**config.mk**
```make
export PLATFORM = sky130hd
export DESIGN_NAME = asf_ctrl
export DESIGN_NICKNAME = d
export VERILOG_FILES = /design/src/sv/asf_pkg.sv /design/src/sv/asf_ctrl.sv
export SDC_FILE = /design/constraint.sdc
export NUM_CORES = 1
export LEC_CHECK = 0
export BUFFER_PORTS_ARGS = -buffer_cell sky130_fd_sc_hd__buf_2
export CAP_MARGIN = 0
export CELL_PAD_IN_SITES_DETAIL_PLACEMENT = 1
export CELL_PAD_IN_SITES_GLOBAL_PLACEMENT = 2
export CORE_AREA = 2 2 39 41
export CTS_CLUSTER_SIZE = 16
export DETAILED_ROUTE_END_ITERATION = 10
export DIE_AREA = 0 0 41 43
export PLACE_DENSITY = 0.54
export REMOVE_ABC_BUFFERS = 1
export SKIP_CTS_REPAIR_TIMING = 1
export SLEW_MARGIN = 20
export SYNTH_ARGS = -nofsm -noshare
export SYNTH_HDL_FRONTEND = slang
export SYNTH_SLANG_ARGS = --single-unit
```
**constraint.sdc**
```tcl
create_clock -name clk -period 1.3 [get_ports clk]
set_input_delay 0.065 -clock clk [delete_from_list [all_inputs] [get_ports clk]]
set_output_delay 0.065 -clock clk [all_outputs]
set_load 0.005 [all_outputs]
```
**src/sv/asf_pkg.sv**
```systemverilog
package asf_pkg;

    localparam int DEPTH_LOG2  = 12;
    localparam int SAMPLE_BITS = 32;
    localparam int DEPTH       = 1 << DEPTH_LOG2;
    localparam int PTR_BITS    = DEPTH_LOG2 + 1;

    localparam int WORD_BITS   = 32;
    localparam int MOVED_BITS  = 2;
    localparam int FILL_BITS   = 13;
    localparam int CNT_BITS    = 32;
    localparam int OP_BITS     = 3;

    localparam logic [OP_BITS-1:0] OP_PUSH_ONE  = 3'd0;
    localparam logic [OP_BITS-1:0] OP_PUSH_PAIR = 3'd1;
    localparam logic [OP_BITS-1:0] OP_POP_ONE   = 3'd2;
    localparam logic [OP_BITS-1:0] OP_POP_PAIR  = 3'd3;
    localparam logic [OP_BITS-1:0] OP_CLEAR     = 3'd4;
    localparam logic [OP_BITS-1:0] OP_RESET_CNT = 3'd5;

    typedef enum logic [1:0] {
        ST_IDLE,
        ST_FIRST,
        ST_SECOND,
        ST_LOAD
    } state_t;

    typedef struct packed {
        logic capture;
        logic first_step;
        logic second_step;
        logic load_out;
    } ctrl_cmd_t;

    typedef struct packed {
        logic need_second;
    } dp_status_t;

    function automatic logic [CNT_BITS-1:0] sat_add(
        input logic [CNT_BITS-1:0]   a,
        input logic [MOVED_BITS-1:0] inc
    );
        logic [CNT_BITS:0] sum;
        sum = {1'b0, a} + (CNT_BITS+1)'(inc);
        return sum[CNT_BITS] ? {CNT_BITS{1'b1}} : sum[CNT_BITS-1:0];
    endfunction

endpackage

```
**src/sv/asf_ctrl.sv**
```systemverilog
module asf_ctrl (
    input  logic                   clk,
    input  logic                   rst_n,
    input  logic                   s_tvalid,
    output logic                   s_tready,
    output logic                   m_tvalid,
    input  logic                   m_tready,
    input  asf_pkg::dp_status_t    status,
    output asf_pkg::ctrl_cmd_t     cmd
);

    asf_pkg::state_t state_reg, state_next;
    logic            out_valid_reg, out_valid_next;

    always_comb
    begin
        state_next = state_reg;
        unique case (state_reg)
            asf_pkg::ST_IDLE:
            begin
                if (s_tvalid)
                begin
                    state_next = asf_pkg::ST_FIRST;
                end
            end
            asf_pkg::ST_FIRST:
            begin
                state_next = status.need_second ? asf_pkg::ST_SECOND : asf_pkg::ST_LOAD;
            end
            asf_pkg::ST_SECOND:
            begin
                state_next = asf_pkg::ST_LOAD;
            end
            asf_pkg::ST_LOAD:
            begin
                if (!out_valid_reg || m_tready)
                begin
                    state_next = asf_pkg::ST_IDLE;
                end
            end
            default:
            begin
                state_next = asf_pkg::ST_IDLE;
            end
        endcase
    end

    always_comb
    begin
        cmd         = '0;
        s_tready    = 1'b0;
        unique case (state_reg)
            asf_pkg::ST_IDLE:
            begin
                s_tready    = 1'b1;
                cmd.capture = s_tvalid;
            end
            asf_pkg::ST_FIRST:
            begin
                cmd.first_step = 1'b1;
            end
            asf_pkg::ST_SECOND:
            begin
                cmd.second_step = 1'b1;
            end
            asf_pkg::ST_LOAD:
            begin
                cmd.load_out = !out_valid_reg || m_tready;
            end
            default:
            begin
                cmd = '0;
            end
        endcase
    end

    always_comb
    begin
        if (cmd.load_out)
        begin
            out_valid_next = 1'b1;
        end
        else if (m_tready)
        begin
            out_valid_next = 1'b0;
        end
        else
        begin
            out_valid_next = out_valid_reg;
        end
    end

    always_ff @(posedge clk or negedge rst_n)
    begin
        if (!rst_n)
        begin
            state_reg     <= asf_pkg::ST_IDLE;
            out_valid_reg <= 1'b0;
        end
        else
        begin
            state_reg     <= state_next;
            out_valid_reg <= out_valid_next;
        end
    end

    assign m_tvalid = out_valid_reg;

`ifndef ASSERT_OFF
    a_accept_starts: assert property (@(posedge clk) disable iff (!rst_n)
        (s_tvalid && s_tready) |=> (state_reg == asf_pkg::ST_FIRST))
        else $error("accepted transfer did not start processing");

    a_no_overwrite: assert property (@(posedge clk) disable iff (!rst_n)
        (m_tvalid && !m_tready) |=> !$past(cmd.load_out))
        else $error("result overwritten while waiting");

    a_valid_holds: assert property (@(posedge clk) disable iff (!rst_n)
        (m_tvalid && !m_tready) |=> m_tvalid)
        else $error("result withdrawn before transfer");
`endif

endmodule

```
Yosys cells after proc, flatten, opt, wreduce, memory -nomap -nowiden
Cells that the tools add are included.

Bits in registers: 3. Latch bits: 0. Bits in writable memories: 0. Memory bits (read-only): 0. Output and inout bits: 6. Logic and storage cells: 23. Memories kept: 0.

Add/subtract/negate cells: 0. Multipliers: 0. Div/mod/pow operators: 0. Order comparisons: 0. Equality and inequality tests: 5. Shifts and indexed selects: 0. Mux-type cells: 11. Bitwise logic cells: 0. Reductions and logical operators: 5.

Operators by type and width (number): 1-bit 2-to-1 mux (8); 2-bit one-hot mux with 4 select lines (1); 2-bit == test (second input constant) (2); 2-bit 2-to-1 mux (2); 2-bit inequality test (second input constant) (2); 2-bit by 1-bit == test with 1-bit output (second input constant) (1); 2-bit logical NOT (1); 2-bit AND reduction (1); 2-bit nonzero test (1); 1-bit logical NOT (1); 1-bit logical OR (1).

Longest topological paths before layout
Depth after elaboration: 4. Gate-level depth with buffers: 5.

Worst setup path before layout
No wires, ideal clock.

Kind: register to register. From: register state_reg[0]. To: register state_reg[1]. Setup time: 125 ps. Arrival time: 1217 ps. Required time: 1175 ps. Slack: -42 ps. Cell stages (with the launch flop): 6. Path through: dfrtp_1 > inv_1 > ha_1 > inv_1 > o21ai_2 > mux2_4.

Word-level cells in the longest chain between the ends: 3. Elaborated cells on any way between the ends: 8. Those cells by class: 5 x eq/ne; 1 x mux; 2 x reduce/logical.

RTL lines: start: declaration (line asf_ctrl.sv:12) `asf_pkg::state_t state_reg, state_next;`; start signal: assignment (line asf_ctrl.sv:97) `state_reg <= asf_pkg::ST_IDLE;`; start signal: assignment (line asf_ctrl.sv:102) `state_reg <= state_next;`; 2-bit == test or 2-bit logical NOT (tied branches) (line asf_ctrl.sv:18) `unique case (state_reg)`; 2-bit inequality test (no source line); 2-bit AND reduction (no source line).

Parallel ways exist; a longest one is shown, timed or not. A chain may end at the register's enable or synchronous reset.

==> summary.md <==
| Metric | Value |
|---|---|
| Die ar. | between 1500 and 2000 um2 |
| CP Buf/Inv Count | 3 |
| Largest net degree at the start of global routing | 4 |
| Crit-path cells | inv_2 -> ha_4 -> buf_6 -> and2_4 -> buf_2 |
| Cell area after synthesis | 239.0 um2 |
| #FFs+latches synth | 3 |
| Port bufs | 10 |
| Area occupied by multi-input gates | between 150 and 200 um2 |
| Gpl congestion | 0.6798 |
| Delay-heaviest family, CP | flip-flops |
| Die height | 43 um |
| Count of max-cap constraint violations | 0 |
| Distinct cells, synth | 13 |
| Max reg flops | 2 |
| Clock Pin Slew Worst Setup and Hold Paths | 0.04 ns |
| Top-area cell type share of the netlist area | 0.3141 |
| Layout cells sized above 1 | 0.6500 |
| Reg2reg end | state_reg[1]$_DFFE_PN0P_ |
| CTS Buf Count | 3 |
| Post-Layout Cell Count | 56 |
| Worst-skew pair later-pin latency | roughly 0.23 ns |
| Final hold vios | 0 |
| Max IR drop VDD | 0.0007108 V |
| Area leader, netlist | dfrtp_1 |
| Root Buffer | clkbuf_4 |
| Fmax | 785.1 MHz |
| GRT Total Usage | 0.08133 |
| Diode count | 0 |
| Starting density of the core | 0.1727 |
| CTS tree | done |
| Sink Count | 3 |
| Detail Route Antenna Nets | 0 |
| Crit start category | register |
| Post-layout min period | 1.274 ns |
| Core area | 1384 um2 |
| Critical register-to-register path startpoint | state_reg[1]$_DFFE_PN0P_ |
| Avg Cell Area, Syn | around 11 um2 |
| Post-synthesis sequential area ratio | 0.3141 |
| Congestion Overflow GR | 0 |
| Worst EP arrival | 1.21 ns |
| Drt total wl | 600 um |
| Nets@finish | 50 |
| # IOs | 11 |
| Crit-path max FO | 3 |
| Number of global-route vias before repair | 221 |
| Leakage | 0.2133 nW |
| Area grow syn2layout | 62.83% |
| DRT Pass-1 Iters | 4 |
| Die width | 41 um |
| DRT iter0 DRCs | 2 |
| Setup violations, final | 0 |
| Sequential cell area | ~75 um2 |
| Initial antenna violation count | 0 |
| WHS | 0.1518 ns |
| Cells after Synth | 22 |
| CP peak stage delay | 0.40 ns |
| Vias post-DR | 219 |
| Fin Clk Skew | 0.004883 ns |
| Crit path kind | register to output port |
| Relative slew slack | 0.8927 |
| PD cells | 2489 nW/um2 |
| Final Cycle Share | 0.9798 |
| Worst Max-Slew Pin Slew | 0.1609 ns |
| Yosys warns | 0 |
| Routed length per instance | 10.71 um |
| CP required | 1.24 ns |
| CP Capture Type | output port |
| Placed cells | 51 |
| Slowest-stage cell, CP | dfrtp_1 |
| Area contributors post-synth | dfrtp_1 (31%), ha_1 (21%), nand3b_4 (8.4%) |
| Vias per std cell | 3.911 |
| Fill cells | approximately 170 |
| RSZ-0062 raised after global routing | yes |
| Status | complete, no violations |
| DRC Markers | 0 |
| Clock buffer depth | 2 |
| Row count | 14 |
| Reg2Reg Depth | 5 |
| Slew Viols, Final | 0 |
| Worst Hold Class | input port to async pin |
| First-pass GRT wire length | 972 um |
| Reg-to-reg slack, setup | 0.03 ns |
| H-tree Lvls | 1 |
| Fin Setup TNS | 0 ns |
-- cells in the final DEF (no fill, tap or decap), types with 2 or more instances in the layout --
cell / netlist / final
buf_4: 1 / 3
inv_2: 0 / 2
ha_1: 4 / 2
buf_2: 0 / 10
clkbuf_4: 0 / 3
dfrtp_1: 3 / 3
nand2b_1: 3 / 3
-- worst max-delay path by stage --
stage	from	endpoint	depth (start not counted)
final	state_reg[0]$_DFFE_PN0P_	cmd[3]	5
after global routing	state_reg[1]$_DFFE_PN0P_	state_reg[1]$_DFFE_PN0P_	5
after CTS	state_reg[0]$_DFFE_PN0P_	cmd[3]	5
after detailed placement	state_reg[0]$_DFFE_PN0P_	state_reg[1]$_DFFE_PN0P_	5
after global placement	state_reg[1]$_DFFE_PN0P_	state_reg[1]$_DFFE_PN0P_	5
after floorplan	state_reg[0]$_DFFE_PN0P_	state_reg[1]$_DFFE_PN0P_	5
-- layer usage --
layer,track usage,up-vias,share of wire
li1,-,106,-
met1,0.1158,103,0.49
met2,0.1031,10,0.44
met3,0.03141,0,0.070
met4,0.04000,0,0
met5,0,-,0
-- cells in the mapped netlist, drive strengths merged --
| master | count |
|---|---|
| mux2 | 1 |
| buf | 1 |
| and2 | 2 |
| dfrtp | 3 |
| a2bb2oi | 1 |
| inv | 3 |
| nand2b | 3 |
| a31oi | 1 |
| nand3b | 1 |
| o21ai | 1 |
| ha | 4 |
| nor2 | 1 |
-- stage by stage --
| step | total power [mW] | instance area, um2 | worst slack [ns] | util |
|---|---|---|---|---|
| after floorplan | 0.4914 | 231.5 | -0.04245 | - |
| after global placement | 0.7156 | 331.6 | -0.002683 | 0.2396 |
| after detailed placement | 0.7389 | 331.6 | -0.03283 | 0.2396 |
| after CTS | 0.9158 | 357.8 | -0.07552 | 0.2586 |
| after global routing | 1.079 | 389.1 | -0.03258 | 0.2812 |
| final | 0.9687 | 389.1 | 0.02632 | 0.2812 |
-- cell families (layout without fill, tap and decap cells) --
family                   Yosys count  in the layout  share of synthesized area
AO/OA/AOI/OAI                      3              3                    0.09951
adder cells (fa/ha/maj)            4              4                     0.2094
buffers and inverters              4             22                    0.07854
flip-flops                         3              3                     0.3141
multiplexers                       1              1                    0.06281
AND/OR/NAND/NOR                    7              7                     0.2356
-- layout make-up --
type,instances,share of cell area
multi-input combinational,15,0.4180
timing repair buffer,15,0.2412
sequential,3,0.1929
clock buffer,4,0.06752
tap,16,0.05145
inverter,3,0.02894
-- power breakdown --
part	internal (mW)	total [mW]	leakage (nW)	switching, mW
combinational	0.353	0.601	0.163	0.248
clock	0.115	0.164	0.0150	0.0486
sequential	0.146	0.204	0.0353	0.0580
total	0.614	0.969	0.213	0.354
Power figures use the tool's default switching activity.
